===== config.mk =====
export PLATFORM = sky130hd
export DESIGN_NAME = qsvge_front
export DESIGN_NICKNAME = d
export VERILOG_FILES = /design/src/sv/qsvge_pkg.sv /design/src/sv/qsvge_front.sv
export SDC_FILE = /design/constraint.sdc
export NUM_CORES = 1
export LEC_CHECK = 0
export ABC_AREA = 1
export CAP_MARGIN = 20
export CORE_AREA = 5 5 272 274
export CTS_CLUSTER_DIAMETER = 120
export CTS_CLUSTER_SIZE = 28
export DETAILED_ROUTE_END_ITERATION = 10
export DIE_AREA = 0 0 277 279
export DONT_BUFFER_PORTS = 1
export PLACE_DENSITY_LB_ADDON = 0.25
export REMOVE_ABC_BUFFERS = 1
export SYNTH_ARGS = -nofsm -noshare
export SYNTH_HDL_FRONTEND = slang
export SYNTH_SLANG_ARGS = --single-unit

===== constraint.sdc =====
create_clock -name clock -period 15.7 [get_ports clock]
set_input_delay 3.14 -clock clock [delete_from_list [all_inputs] [get_ports clock]]
set_output_delay 3.14 -clock clock [all_outputs]
set_load 0.1 [all_outputs]

===== src/sv/qsvge_pkg.sv =====
// package for the qubit state vector gate engine
// shared types, codes and sizes; no dependencies
package qsvge_pkg;

   localparam int MAX_QUBITS = 10;
   localparam int COMPONENT_BITS = 32;
   localparam int FRAC_BITS = COMPONENT_BITS - 2;
   localparam int AMP_BITS = 2 * COMPONENT_BITS;
   localparam int IDX_BITS = MAX_QUBITS;

   typedef enum logic [2:0] {
      ACT_WRITE  = 3'd0,
      ACT_READ   = 3'd1,
      ACT_MATRIX = 3'd2,
      ACT_CNOT   = 3'd3,
      ACT_SWAP   = 3'd4
   } action_type;

   typedef enum logic [1:0] {
      ST_OK      = 2'd0,
      ST_RANGE   = 2'd1,
      ST_SAME    = 2'd2,
      ST_UNKNOWN = 2'd3
   } status_type;

   // classified command handed from front to back
   typedef struct packed {
      logic [2:0]          act;
      logic [1:0]          status;
      logic [IDX_BITS-1:0] idx;
      logic [IDX_BITS-1:0] mask0;
      logic [IDX_BITS-1:0] mask1;
      logic [IDX_BITS-1:0] dim_m1;
      logic [AMP_BITS-1:0] value;
      logic [AMP_BITS-1:0] m00;
      logic [AMP_BITS-1:0] m01;
      logic [AMP_BITS-1:0] m10;
      logic [AMP_BITS-1:0] m11;
   } cmd_type;

   typedef enum logic [2:0] {
      BK_IDLE,
      BK_READ,
      BK_RDWAIT,
      BK_MUL,
      BK_SUM,
      BK_WRITE,
      BK_RESULT
   } back_state_type;

endpackage


===== src/sv/qsvge_front.sv =====
// front end: accepts items, checks qubits and builds the command
// depends on qsvge_pkg
module qsvge_front import qsvge_pkg::*; (
   input  logic                clock,
   input  logic                reset,
   input  logic                req_push,
   output logic                req_full,
   input  logic [2:0]          req_action,
   input  logic [3:0]          req_first_qubit,
   input  logic [3:0]          req_second_qubit,
   input  logic [9:0]          req_amp_index,
   input  logic [63:0]         req_amp_value,
   input  logic [63:0]         req_m00,
   input  logic [63:0]         req_m01,
   input  logic [63:0]         req_m10,
   input  logic [63:0]         req_m11,
   input  logic [3:0]          n_eff,
   output logic                cmd_valid,
   input  logic                cmd_take,
   output cmd_type             cmd
);
   // two-entry command queue
   cmd_type     q_ff [2];
   logic [1:0]  cnt_ff, cnt_in;
   logic        rp_ff, rp_in, wp_ff, wp_in;
   cmd_type     c;
   logic        push_ok;
   logic [3:0]  sh0, sh1;

   assign req_full = cnt_ff[1];
   assign push_ok = req_push && !req_full;

   // classify
   always_comb begin
      c = '0;
      c.act = req_action;
      c.dim_m1 = IDX_BITS'((32'd1 << n_eff) - 32'd1);
      c.idx = req_amp_index & c.dim_m1;
      sh0 = n_eff - 4'd1 - req_first_qubit;
      sh1 = n_eff - 4'd1 - req_second_qubit;
      c.mask0 = IDX_BITS'(32'd1 << sh0);
      c.mask1 = IDX_BITS'(32'd1 << sh1);
      c.value = req_amp_value;
      c.m00 = req_m00;
      c.m01 = req_m01;
      c.m10 = req_m10;
      c.m11 = req_m11;
      c.status = ST_OK;
      unique case (req_action)
         ACT_WRITE, ACT_READ: c.status = ST_OK;
         ACT_MATRIX: if (req_first_qubit >= n_eff) c.status = ST_RANGE;
         ACT_CNOT, ACT_SWAP: begin
            if (req_first_qubit >= n_eff || req_second_qubit >= n_eff)
               c.status = ST_RANGE;
            else if (req_first_qubit == req_second_qubit)
               c.status = ST_SAME;
         end
         default: c.status = ST_UNKNOWN;
      endcase
   end

   always_comb begin
      rp_in = rp_ff ^ cmd_take;
      wp_in = wp_ff ^ push_ok;
      cnt_in = cnt_ff + {1'b0, push_ok} - {1'b0, cmd_take};
   end

   always_ff @(posedge clock) begin
      if (reset) begin
         cnt_ff <= '0;
         rp_ff <= 1'b0;
         wp_ff <= 1'b0;
      end else begin
         cnt_ff <= cnt_in;
         rp_ff <= rp_in;
         wp_ff <= wp_in;
      end
      if (push_ok) q_ff[wp_ff] <= c;
   end

   assign cmd_valid = cnt_ff != 2'd0;
   assign cmd = q_ff[rp_ff];

   // queue never overflows
   a_no_over: assert property (@(posedge clock) disable iff (reset) cnt_ff <= 2'd2)
      else $error("command queue overflow");
   a_take_valid: assert property (@(posedge clock) disable iff (reset)
      cmd_take |-> cmd_valid) else $error("take from empty queue");
   a_full: assert property (@(posedge clock) disable iff (reset)
      (cnt_ff == 2'd2 && !cmd_take) |=> req_full) else $error("full lost");
endmodule


==> reports/results.txt <==
CP Capture Type - output pin
top cells by area in the synthesized netlist - edfxtp_1, mux2_2, ha_1
vias in the first global route - 12146
vias - 11993
H-tree depth - 1
Yosys top cell by area - edfxtp_1
Avg Inst Size Synth - 19.9 um2
WL/cell - 26.3 um
final wirelength - 62300 um
# DRC - 0
Rel. slew slack - 26.8%
post-route ant nets - 0
total power draw - 4.90 mW
DP Area - 28900 um2
Netlist cell types - 35
die height - 279 um
GPL Wtd Cong - 0.826
Final Max Tran Viols - 0
total of max-cap violations - 0
total leakage power - 9.57 nW
post-CTS setup buffers - 0
die area - 77300 um2
Clock Sinks - 734
skew final - 0.0278 ns
pwr dens - 164 nW/um2
Post-Syn Instances - 1397
total CTS buffers - 31
initial antenna violation count - 7
TNS Setup - 0 ns
CP top delay family - buffers and inverters
Critical Path RT - 12.56 ns
pin count of the biggest net entering global routing - 158
Initial Utilization - 39.1%
clock tree buffer depth - 3
Clock Root Buffer - clkbuf_16
share of the synthesized area in the top cell type - 78.9%
post-synthesis register bit count - 734
final hold vios - 0
Clock Latency Late Sink - 0.62 ns
vias per cell - 5.06
All-Layer GR Usage - 15.0%
final period utilization - 43.1%
register clock-pin slew on the reported worst setup and hold paths - 0.11 ns
slowest stage cell on the critical path - buf_4
Ports - 716
GRT overflow - 0
DRT iter0 DRCs - 689
RSZ-0062 raised after global routing - no
Seq/Total Area, Yosys - 79.2%
Yosys warnings - 0
# setup viols final - 0
Die X-Extent - 277 um
crit start category - flip-flop
Post-Syn Area - 27800 um2
cts repair resizes - 0
FMAX - 148 MHz
worst vdd ir - 0.103 mV
Critical Path AT - 3.63 ns
final core occ - 41.9%
quantity of I/O buffers inserted on ports - 0
global-route wire length before repair - 86400 um
cells along the critical path - buf_4 -> buf_4 -> mux2_2
share of layout cells above drive strength 1 - 31.4%
# rows - 98
Final Non-Filler Cells - 2368
Core Box Area - 71100 um2
crit path time final - 6.77 ns
Bufs and invs on worst path - 2
P&R area growth vs syn - 7.31%
worst hold path class - reg -> reg
outcome - complete, no violations
cell mode on critical path - buf_4
Layout Nets - 1776
1st-pass router iterations - 7
Placed Instances - 2318
critical path peak fanout - 81
dpl hpwl - 45200 um
FF+latch area - 22000 um2
hold_buf cts - 0
fin area - 29800 um2
Largest stage delay, worst path - 0.87 ns
fill count - 6190
Crit Path Class - reg -> out
CTS tree - yes
Multi-input gate area - 5390 um2
Worst-Margin Slew - 1.10 ns
[worst min-delay path, cell delays in order (launching register included)]
cell and delay (ns):
dfxtp_1 0.36, ha_1 0.14, inv_1 0.03, nor2_1 0.06
[synth_stat cells (all sizes together)]
| cell type | number |
|---|---|
| edfxtp | 730 |
| mux2 | 365 |
| nand2 | 57 |
| inv | 53 |
| nand3 | 43 |
| buf | 42 |
| nor2 | 42 |
| ha | 24 |
| o21ai | 8 |
| a21oi | 7 |
| xnor2 | 5 |
| a21boi | 4 |
| dfxtp | 4 |
| or2 | 3 |
| and2 | 2 |
| fa | 2 |
| xor2 | 2 |
| nand3b | 1 |
| nor3 | 1 |
| nor3b | 1 |
| o21bai | 1 |
[metrics by stage]
step	setup WS, ns	hold slack, ns
global route	8.69	0.666
finish	8.93	0.620
CTS	8.85	0.626
global placement	9.47	0.584
floorplan	2.67	0.532
detailed placement	9.50	0.602
[where the power goes]
group	internal, mW	total, mW	switching [mW]	leakage [nW]
sequential	2.40	2.44	0.0486	6.82
clock	0.372	0.935	0.563	0.425
combinational	0.173	1.52	1.35	2.32
[area by class of cell]
| class | instances | share of cell area, % |
|---|---|---|
| clock inverter | 4 | 0.247 |
| antenna | 5 | 0.0419 |
| tap | 950 | 3.98 |
| timing repair buffer | 13 | 0.478 |
| multi-input combinational | 568 | 18.1 |
| sequential | 734 | 73.8 |
| inverter | 53 | 0.675 |
| clock buffer | 41 | 2.73 |
[kinds of logic (layout without fill, tap and decap cells)]
family	Yosys count	after routing	share of synthesized area (%)
simple gates	150	150	2.65
flops	734	734	79.2
compound gates	20	20	0.432
fa+ha+maj	26	26	1.22
buf+inv	95	111	1.54
xor+xnor	7	7	0.221
mux	365	365	14.8
other cells	0	5	0
[sequential cells by signal, summed over array words and instances, names as in the netlist]
| name | flops |
|---|---|
| q_ff | 730 |
| cnt_ff | 2 |
| wp_ff | 1 |
| rp_ff | 1 |
[worst paths after layout]
check,startpoint,endpoint,slack (ns),cells past startpoint
worst max-delay path,rp_ff$_SDFF_PP0_,cmd[46],8.93,3
worst min-delay path,cnt_ff[0]$_SDFF_PP0_,cnt_ff[0]$_SDFF_PP0_,0.62,3
worst max register to register,cnt_ff[1]$_SDFF_PP0_,q_ff[0][273]$_DFFE_PP_,11.61,6
worst min register to register,cnt_ff[0]$_SDFF_PP0_,cnt_ff[0]$_SDFF_PP0_,0.62,3
[layer usage]
metal | vias to the layer above | share of wire (%) | global-route usage, %
met1 | 6127 | 33 | 15.0
met3 | 89 | 10 | 6.85
met4 | 4 | 3.3 | 4.26
met2 | 449 | 54 | 27.9
li1 | 5324 | - | -
met5 | - | 0.042 | 0
[cell usage in the layout, fill, tap and decap left out, types with 4 or more instances in the layout]
master,instances
a21oi_1,6
o21ai_0,7
nand2_2,6
ha_1,22
buf_4,10
nand2_1,50
clkbuf_16,31
edfxtp_1,730
clkbuf_1,10
mux2_2,365
nor2_4,4
inv_1,51
xnor2_1,5
nor2_1,35
nand3_2,5
nand3_1,37
diode_2,5
Note: power is estimated with default switching activity, not from simulation.
